--- src/hw/rtl/bbs_pkg.sv ---
// Shared types and constants of the buzzer beep sequencer.
// Used by bbs_step and buzzer_beep_sequencer; depends on nothing.
package bbs_pkg;

  localparam logic [2:0] ACT_TICK     = 3'd0;
  localparam logic [2:0] ACT_CLICK    = 3'd1;
  localparam logic [2:0] ACT_ALARM    = 3'd2;
  localparam logic [2:0] ACT_POWER_ON = 3'd3;
  localparam logic [2:0] ACT_CUSTOM   = 3'd4;

  localparam logic [15:0] TONE_HZ     = 16'd2000;
  localparam logic [7:0]  TONE_VOL    = 8'd50;
  localparam logic [15:0] CLICK_ON_MS = 16'd48;
  localparam logic [15:0] ALARM_MS    = 16'd100;
  localparam logic [15:0] POWER_ON_MS = 16'd300;

  // Register index on the configuration port.
  localparam logic REG_MUTE          = 1'b0;
  localparam logic REG_ALARM_REPEATS = 1'b1;
  localparam logic [7:0] ALARM_REPEATS_RESET = 8'd3;

  typedef struct packed {
    logic [2:0]  action;
    logic [15:0] tone_freq;
    logic [7:0]  tone_volume;
    logic [15:0] on_time;
    logic [15:0] off_time;
    logic [7:0]  repeat_count;
  } req_item_t;

  typedef struct packed {
    logic        tone_enable;
    logic [15:0] out_freq;
    logic [7:0]  out_volume;
    logic [2:0]  queued_clicks;
    logic        busy_res;
  } rsp_item_t;

  typedef struct packed {
    logic [15:0] seq_freq;
    logic [7:0]  seq_volume;
    logic [15:0] seq_on_time;
    logic [15:0] seq_off_time;
    logic [15:0] phase_timer;
    logic [7:0]  tones_left;
    logic        tone_phase_on;
  } seq_state_t;

  typedef struct packed {
    logic       mute;
    logic [7:0] alarm_repeats;
  } cfg_t;

endpackage

--- src/hw/rtl/bbs_step.sv ---
// Next-state logic of the buzzer beep sequencer for one item.
// Depends on bbs_pkg; instantiated by buzzer_beep_sequencer.
module bbs_step #(
  parameter int QUEUE_DEPTH = 6,
  parameter int QW = 3
) (
  input  bbs_pkg::req_item_t  item,
  input  bbs_pkg::cfg_t       cfg,
  input  bbs_pkg::seq_state_t state,
  input  logic [QW-1:0]       queue,
  output bbs_pkg::seq_state_t state_next,
  output logic [QW-1:0]       queue_next
);

  bbs_pkg::seq_state_t click_seq;
  bbs_pkg::seq_state_t base;
  logic                run;

  always_comb begin
    click_seq = '{seq_freq: bbs_pkg::TONE_HZ, seq_volume: bbs_pkg::TONE_VOL,
                  seq_on_time: bbs_pkg::CLICK_ON_MS, seq_off_time: 16'd0,
                  phase_timer: bbs_pkg::CLICK_ON_MS, tones_left: 8'd1,
                  tone_phase_on: 1'b1};
  end

  always_comb begin
    state_next = state;
    queue_next = queue;
    base       = state;
    run        = 1'b1;
    case (item.action)
      bbs_pkg::ACT_TICK: begin
        // An idle sequencer pulls one queued click before counting.
        if (state.tones_left == 8'd0) begin
          if (queue == '0 || cfg.mute) begin
            run = 1'b0;
          end else begin
            queue_next = queue - QW'(1);
            base       = click_seq;
          end
        end
        if (run) begin
          state_next = base;
          if (base.phase_timer != 16'd0) begin
            state_next.phase_timer = base.phase_timer - 16'd1;
          end else if (base.tone_phase_on) begin
            state_next.tone_phase_on = 1'b0;
            state_next.phase_timer   = base.seq_off_time;
            if (base.seq_off_time == 16'd0) begin
              state_next.tones_left = 8'd0;
            end
          end else begin
            state_next.tones_left = base.tones_left - 8'd1;
            if (base.tones_left != 8'd1) begin
              state_next.tone_phase_on = 1'b1;
              state_next.phase_timer   = base.seq_on_time;
            end
          end
        end
      end
      bbs_pkg::ACT_CLICK: begin
        if (!cfg.mute) begin
          if (state.tones_left == 8'd0 && queue == '0) begin
            state_next = click_seq;
          end else if (queue < QW'(QUEUE_DEPTH)) begin
            queue_next = queue + QW'(1);
          end
        end
      end
      bbs_pkg::ACT_ALARM: begin
        if (!cfg.mute) begin
          state_next = '{seq_freq: bbs_pkg::TONE_HZ, seq_volume: bbs_pkg::TONE_VOL,
                         seq_on_time: bbs_pkg::ALARM_MS, seq_off_time: bbs_pkg::ALARM_MS,
                         phase_timer: bbs_pkg::ALARM_MS, tones_left: cfg.alarm_repeats,
                         tone_phase_on: 1'b1};
        end
      end
      bbs_pkg::ACT_POWER_ON: begin
        if (!cfg.mute) begin
          state_next = '{seq_freq: bbs_pkg::TONE_HZ, seq_volume: bbs_pkg::TONE_VOL,
                         seq_on_time: bbs_pkg::POWER_ON_MS, seq_off_time: 16'd0,
                         phase_timer: bbs_pkg::POWER_ON_MS, tones_left: 8'd1,
                         tone_phase_on: 1'b1};
        end
      end
      bbs_pkg::ACT_CUSTOM: begin
        if (!cfg.mute) begin
          state_next = '{seq_freq: item.tone_freq, seq_volume: item.tone_volume,
                         seq_on_time: item.on_time, seq_off_time: item.off_time,
                         phase_timer: item.on_time, tones_left: item.repeat_count,
                         tone_phase_on: 1'b1};
        end
      end
      default: begin
      end
    endcase
  end

endmodule

--- src/hw/rtl/buzzer_beep_sequencer.sv ---
// Top level of the buzzer beep sequencer: request register, sequence state,
// result register and APB configuration registers. Depends on bbs_pkg, bbs_step.
//
//   channel   direction  handshake             payload
//   req       in         req_valid/req_ready   bbs_pkg::req_item_t
//   rsp       out        rsp_valid/rsp_ready   bbs_pkg::rsp_item_t
//   apb       in/out     psel/penable/pready   paddr, pwdata, prdata
//
// An accepted item is held in the request register; from there its result goes
// through the step logic into the result register, which holds it until it is
// taken. A new item is taken every cycle while the result is not stalled; the
// state update in bbs_step is combinational, which is what lets that rate hold.
// A stalled result holds the result register and the request register, and
// req_ready drops only when both are full.
// Reset is synchronous and clears all sequence state, the queue, mute and
// sets alarm_repeats to three.
module buzzer_beep_sequencer #(
  parameter int QUEUE_DEPTH = 6
) (
  input  logic                clk,
  input  logic                rst,
  input  logic                req_valid,
  output logic                req_ready,
  input  bbs_pkg::req_item_t  req,
  output logic                rsp_valid,
  input  logic                rsp_ready,
  output bbs_pkg::rsp_item_t  rsp,
  input  logic                psel,
  input  logic                penable,
  input  logic                pwrite,
  input  logic [2:0]          paddr,
  input  logic [31:0]         pwdata,
  output logic [31:0]         prdata,
  output logic                pready
);

  localparam int QW = $clog2(QUEUE_DEPTH + 1);

  bbs_pkg::cfg_t       cfg;
  bbs_pkg::req_item_t  item;
  logic                item_valid;
  logic                step_fire;
  bbs_pkg::seq_state_t state;
  bbs_pkg::seq_state_t state_next;
  logic [QW-1:0]       queue;
  logic [QW-1:0]       queue_next;

  // The step fires when a held item can move into a free result register.
  assign step_fire = item_valid && (!rsp_valid || rsp_ready);
  assign req_ready = !item_valid || step_fire;

  // Request register.
  always_ff @(posedge clk) begin
    if (rst) begin
      item_valid <= 1'b0;
    end else if (req_ready) begin
      item_valid <= req_valid;
    end
  end

  always_ff @(posedge clk) begin
    if (req_valid && req_ready) begin
      item <= req;
    end
  end

  bbs_step #(
    .QUEUE_DEPTH(QUEUE_DEPTH),
    .QW(QW)
  ) u_step (
    .item(item),
    .cfg(cfg),
    .state(state),
    .queue(queue),
    .state_next(state_next),
    .queue_next(queue_next)
  );

  // Sequence state advances once for each item, in order.
  always_ff @(posedge clk) begin
    if (rst) begin
      state <= '0;
      queue <= '0;
    end else if (step_fire) begin
      state <= state_next;
      queue <= queue_next;
    end
  end

  // Result register shows the state after the item.
  always_ff @(posedge clk) begin
    if (rst) begin
      rsp_valid <= 1'b0;
    end else if (step_fire) begin
      rsp_valid <= 1'b1;
    end else if (rsp_ready) begin
      rsp_valid <= 1'b0;
    end
  end

  always_ff @(posedge clk) begin
    if (step_fire) begin
      rsp.tone_enable   <= state_next.tone_phase_on;
      rsp.out_freq      <= state_next.seq_freq;
      rsp.out_volume    <= state_next.seq_volume;
      rsp.queued_clicks <= 3'(queue_next);
      rsp.busy_res      <= (state_next.tones_left != 8'd0);
    end
  end

  // Configuration registers; the address is decoded on bit 2 alone.
  assign pready = 1'b1;

  always_ff @(posedge clk) begin
    if (rst) begin
      cfg.mute          <= 1'b0;
      cfg.alarm_repeats <= bbs_pkg::ALARM_REPEATS_RESET;
    end else if (psel && penable && pwrite) begin
      unique case (paddr[2])
        bbs_pkg::REG_MUTE:          cfg.mute <= pwdata[0];
        bbs_pkg::REG_ALARM_REPEATS: cfg.alarm_repeats <= pwdata[7:0];
        default: begin
        end
      endcase
    end
  end

  always_comb begin
    unique case (paddr[2])
      bbs_pkg::REG_MUTE:          prdata = {31'd0, cfg.mute};
      bbs_pkg::REG_ALARM_REPEATS: prdata = {24'd0, cfg.alarm_repeats};
      default:                    prdata = '0;
    endcase
  end

  // The click count never passes its saturation limit.
  assert property (@(posedge clk) disable iff (rst) queue <= QW'(QUEUE_DEPTH))
    else $error("click queue above its depth");

  // Sequence state moves only when an item is stepped.
  assert property (@(posedge clk) disable iff (rst)
    !step_fire |=> $stable(state) && $stable(queue))
    else $error("sequence state changed without an item");

  // A held item that cannot step stays in the request register unchanged.
  assert property (@(posedge clk) disable iff (rst)
    item_valid && !step_fire |=> item_valid && $stable(item))
    else $error("held item lost or changed");

endmodule
--- config.mk ---
export PLATFORM = sky130hd
export DESIGN_NAME = buzzer_beep_sequencer
export DESIGN_NICKNAME = d
export VERILOG_FILES = /design/src/hw/rtl/bbs_pkg.sv /design/src/hw/rtl/bbs_step.sv /design/src/hw/rtl/buzzer_beep_sequencer.sv
export SDC_FILE = /design/constraint.sdc
export NUM_CORES = 1
export LEC_CHECK = 0
export BUFFER_PORTS_ARGS = -buffer_cell sky130_fd_sc_hd__buf_2
export CAP_MARGIN = 15
export CORE_MARGIN = 5
export CORE_UTILIZATION = 40
export DETAILED_ROUTE_END_ITERATION = 16
export GPL_ROUTABILITY_DRIVEN = 0
export MAX_ROUTING_LAYER = met4
export PLACE_DENSITY = 0.61
export SLEW_MARGIN = 20
export SYNTH_ARGS = -nofsm -noshare
export SYNTH_HDL_FRONTEND = slang
export SYNTH_SLANG_ARGS = --single-unit
--- constraint.sdc ---
create_clock -name clk -period 8.1 [get_ports clk]
set_input_delay 1.62 -clock clk [delete_from_list [all_inputs] [get_ports clk]]
set_output_delay 1.62 -clock clk [all_outputs]
set_load 0.1 [all_outputs]
# Word level (Yosys, flattened, before mapping)
# Cells that the tools add are included.
op_classes:
  addsub: 4
  order_cmp: 1
  eq_ne: 11
  muxes: 28
  n_bitwise: 1
  n_reduce_logical: 21
op_table:
  columns: ["operator", "n"]
  rows:
  - ["$mux 81", 9]
  - ["$pmux 81 s5", 1]
  - ["$pmux 32 s2", 1]
  - ["$mux 16", 2]
  - ["$mux 25", 1]
  - ["$logic_not 16->1", 1]
  - ["$reduce_bool 16->1", 1]
  - ["$sub 16x1->16 const B", 1]
  - ["$mux 3", 5]
  - ["$mux 9", 1]
  - ["$logic_not 8->1", 1]
  - ["$mux 8", 1]
  - ["$ne 2x2->1 const B", 4]
  - ["$ne 8x1->1 const B", 1]
  - ["$reduce_and 8->1", 1]
  - ["$reduce_bool 8->1", 1]
  - ["$sub 8x1->8 const B", 1]
  - ["$eq 3x2->1 const B", 2]
  - ["$logic_not 3->1", 2]
  - ["$mux 1", 6]
  - ["$pmux 3 s2", 1]
  - ["$logic_and 1x1->1", 5]
  - ["$reduce_bool 5->1", 1]
  - ["$ne 2x1->1 const B", 2]
  - ["other kinds (10)", 14]
word_totals:
  reg_bits: 191
  inputBits: 109
  output_inout_bits: 64
  elab_cells: 89

# Longest topological paths before layout
depth:
  depth_word: 12
  mapped_depth: 17
  mapped_depth_nobuf: 13

# Cells and area by module
# Synthesis repeated with hierarchy kept, for this count alone.
hier_totals:
  hier_cells: 1022
  area_unflattened_um2: 10344.9
by_module_without_submodules:
  columns: ["module", "instances", "cells_each", "area_per_inst_um2", "seq_area_each_um2"]
  rows:
  - ["buzzer_beep_sequencer", 1, 542, 7340.8, 4784.6]
  - ["bbs_step", 1, 480, 3004.1, 0.0]

# Worst setup path before layout
# OpenSTA, ideal clock, no wires.
synth_path:
  kind: "input-to-output"
  from: "in paddr[2]"
  to: "out prdata[0]"
  t_arrival_ns: 3.890
  required_time_ns: 6.480
  slack_ns: 2.590
  cell_stages: 2
  path_buffers: 1
  cell_sequence: "clkbuf_1 -> o21ai_0"
synth_via:
  elab_chain_len: 2
synth_lines:
  columns: ["item", "line_no", "source"]
  rows:
  - ["from (decl)", "buzzer_beep_sequencer.sv:31", "input logic [2:0] paddr,"]
  - ["$not 1->1 (no source line)", null, null]
  - ["$pmux 32 s2 (*)", "buzzer_beep_sequencer.sv:129", "unique case (paddr[2])"]
  - ["to (decl)", "buzzer_beep_sequencer.sv:33", "output logic [31:0] prdata,"]
# Mark *: on every way between the ends. The rest lies on a longest branch, timed or not. The select of a mux whose other input is x is not followed.

# Worst setup path in the final report
layout_path:
  from: "reg state[1] (netlist name)"
  to: "reg rsp[0] (netlist name), data pin"
layout_via:
  elab_chain_len: 10
  elab_cells_between_ends: 21
  cone_classes: "1 x add/sub; 15 x mux; 5 x reduce/logical"
layout_lines:
  columns: ["item", "line_no", "source"]
  rows:
  - ["parallel branches: the longest is 8 deep, another holds $sub 8x1->8", null, null]
  - ["$pmux 81 s5 (*)", "bbs_step.sv:31", "case (item.action)"]
  - ["$reduce_bool 8->1 (*)", "buzzer_beep_sequencer.sv:107", "rsp.busy_res <= (state_next.tones_left != 8'd0);"]
  - ["to (decl)", "buzzer_beep_sequencer.sv:27", "output bbs_pkg::rsp_item_t rsp,"]
# Every way passes the cells marked *. The select of a mux whose other input is x is not followed.
# A chain may end at the register's enable or synchronous reset.

==> metrics.md <==
| Metric | Value |
|---|---|
| Status | finished clean |
| Post-cts sizing count | 0 |
| Min Tclk post-route | 4.59 ns |
| RSZ-0062 raised after global routing | false |
| CTS Buffer Depth | 2 |
| Total gr overflow | 0 |
| Fin. max-slew vios | 0 |
| Post-synthesis cell type count | 75 |
| Main synth FF type | edfxtp_1 |
| Compound-Gate Fraction of Synth Area | 19.0% |
| Synth area leader | edfxtp_1 |
| Largest net degree at the start of global routing | 75 |
| # DRC | 0 |
| Syn avg cell area | 9.96 um2 |
| ANT nets after route | 0 |
| Synthesized instance count | 887 |
| # IOs | 173 |
| First DRT Iteration DRCs | 758 |
| Vias in the first global route | 6430 |
| Fraction of registers with async set/reset | 0% |
| First-pass GRT wire length | 34.9 mm |
| Die X | 159 um |
| Overall die height | 159 um |
| Commonest cells post-synth | nand2_1, edfxtp_1, dfxtp_1 |
| Layout overhead on the synthesized area | 13.8% |
| Antenna diode count | 0 |
| Overall power | 2.37 mW |
| Synthesized area | 8830 um2 |
| Max Cap Viol | 0 |
| Power per cell area | 236 nW/um2 |
| Simple logic cell fraction of the synthesized area | 17.0% |
| Synth Area in XOR/XNOR | 0.793% |
| Initial antenna violation count | 0 |
| Wire per inst | 17.7 um |
| Latest clock arrival within the worst-skew pair | 0.43 ns |
| P_leak | 3.77 nW |
| Seq/Total Area, Yosys | 54.2% |
| CP arrival | 4.75 ns |
| Mux cell area share after synthesis | 2.08% |
| Combinational family with the most area after synthesis | compound AO/OA/AOI/OAI gates |
| TritonCTS buffer count | 17 |
| Worst Setup Start Kind | flip-flop |
| Vias | 6968 |
| Tot GR Track Use | 18.1% |
| Die area | 25200 um2 |
| Root Driver | clkbuf_16 |
| Initial Utilization | 40.6% |
| Final Cycle Share | 56.7% |
| Max_slew headroom | 29.2% |
| Synth Area in Adders | 0.850% |
| CTS Hold Buffers Added | 0 |
| Maximum vdd drop | 133 uV |
| Num rows | 54 |
| Worst hold path class | flip-flop to flip-flop |
| Post-CTS setup buffers | 0 |
| Synth area leaders | edfxtp_1, dfxtp_1, nand2_1 |
| Critical-path maximum fanout | 23 |
| Share of cells above drive strength 1 | 18.7% |
| CP Data Required Time | 8.25 ns |
| H-tree depth | 4 |
| #FFs+latches synth | 191 |
| Core area | 21800 um2 |
| Detailed Place HPWL | 15.1 mm |
| Share of the synthesized area in the top cell type | 32.6% |
| Crit path kind | flip-flop to flip-flop |
| Endpoints failing hold | 0 |
| I/O Buffers | 121 |
| Worst slew pin tran | 1.06 ns |
| Via density | 5.50 |
| Yosys warning count | 0 |
| Post-Route WL | 22.4 mm |
| Endpoints failing setup | 0 |
| CTS tree | done |
| EDFF count, synth | 96 |
| Worst-path clk slew | 0.07 ns |
| Hold slack | 0.459 ns |
| Worst Setup End Kind | flip-flop |
| DRT Pass-1 Iters | 5 |
| Nets | 1088 |
| Clk sink count | 191 |
| Fmax | 0.218 GHz |
| Top-count cell post-synth | nand2_1 |
| Worst clock skew | 0.0101 ns |
| Setup tns final | 0 ns |
-- report_power, final --
part / internal (mW) / leakage [nW] / total (mW) / switching [mW]
sequential: 1.06 / 1.69 / 1.09 / 0.0302
combinational: 0.129 / 1.81 / 0.462 / 0.333
clock: 0.441 / 0.274 / 0.817 / 0.375
-- metal layers --
| metal | track usage [%] | wire length, um | vias to the layer above |
|---|---|---|---|
| li1 | - | - | 3383 |
| met1 | 25.3 | 9920 | 3290 |
| met2 | 27.3 | 10400 | 269 |
| met3 | 3.67 | 1720 | 26 |
| met4 | 4.67 | 343 | 0 |
| met5 | - | 0 | - |
-- state kept, by name, indices dropped and copies added, names as in the netlist --
name and count:
item_valid 1, cfg 9, rsp 29, rsp_valid 1
queue 3, item 67, state 81
-- metrics by stage --
stage	setup slack [ns]	cells	cell area, um2	utilization, %
CTS	3.57	1266	10000	46.2
detailed placement	3.59	1234	9470	43.5
global placement	3.60	1234	9470	43.5
floorplan	2.59	910	8920	-
finish	3.51	1266	10000	46.2
global route	3.28	1266	10000	46.2
-- cell usage in the layout (no fill, tap or decap), types with 4 or more instances in the layout --
master and n:
nand3_1 18, a2bb2oi_1 7, nor4_1 9, nor2_1 92, o31ai_1 4, clkbuf_16 17, inv_1 13, ha_1 6
a311oi_1 6, and2_1 13, buf_2 121, nand2b_1 4, a21oi_1 74, and4_1 4, and3_1 6, o22a_1 8
nor3_1 18, nor3b_1 4, o21ai_0 38, dfxtp_1 95, edfxtp_1 96, a22o_1 15, conb_1 25, xnor2_1 6
a211o_1 4, nand2_1 112, buf_4 10, nand4_1 7, o211ai_1 10, a31oi_1 10, a22oi_1 25, mux2i_1 15
a211oi_1 9, nor2b_1 6
-- critical path, cell delays in order (launching register included) --
cell	delay [ns]
dfxtp_1	0.40
or4_4	0.58
or4_4	0.67
nand2_1	0.19
ha_1	0.15
nor3b_1	0.21
and4_1	0.62
and2_1	0.35
o21ai_0	0.13
a222oi_1	0.45
nand4_1	0.13
or4_1	0.43
-- cell type report --
class,count,area [um2]
Fill cell,2065,11700
Sequential cell,191,4780
Tap cell,280,350
Multi-Input combinational cell,618,3600
Clock buffer,20,447
Clock inverter,12,131
Timing Repair Buffer,131,681
Inverter,14,52.6
-- worst paths after layout --
check / start / to / slack (ns) / cells past startpoint
setup / recovery: state[1] / rsp[0] / 3.51 / 11
hold / removal: state[76] / state[76] / 0.46 / 2
setup reg to reg: state[1] / rsp[0] / 3.51 / 11
hold reg to reg: state[76] / state[76] / 0.46 / 2
-- logic make-up (layout without fill, tap and decap cells) --
family / count (synthesis) / count (layout)
other: 2 / 25
XOR/XNOR: 8 / 8
AND/OR/NAND/NOR: 314 / 314
adder cells (fa/ha/maj): 6 / 6
flip-flops: 191 / 191
buffers and inverters: 101 / 177
multiplexers: 18 / 18
AO/OA/AOI/OAI: 247 / 247
Note: power is estimated with default switching activity, not from simulation.
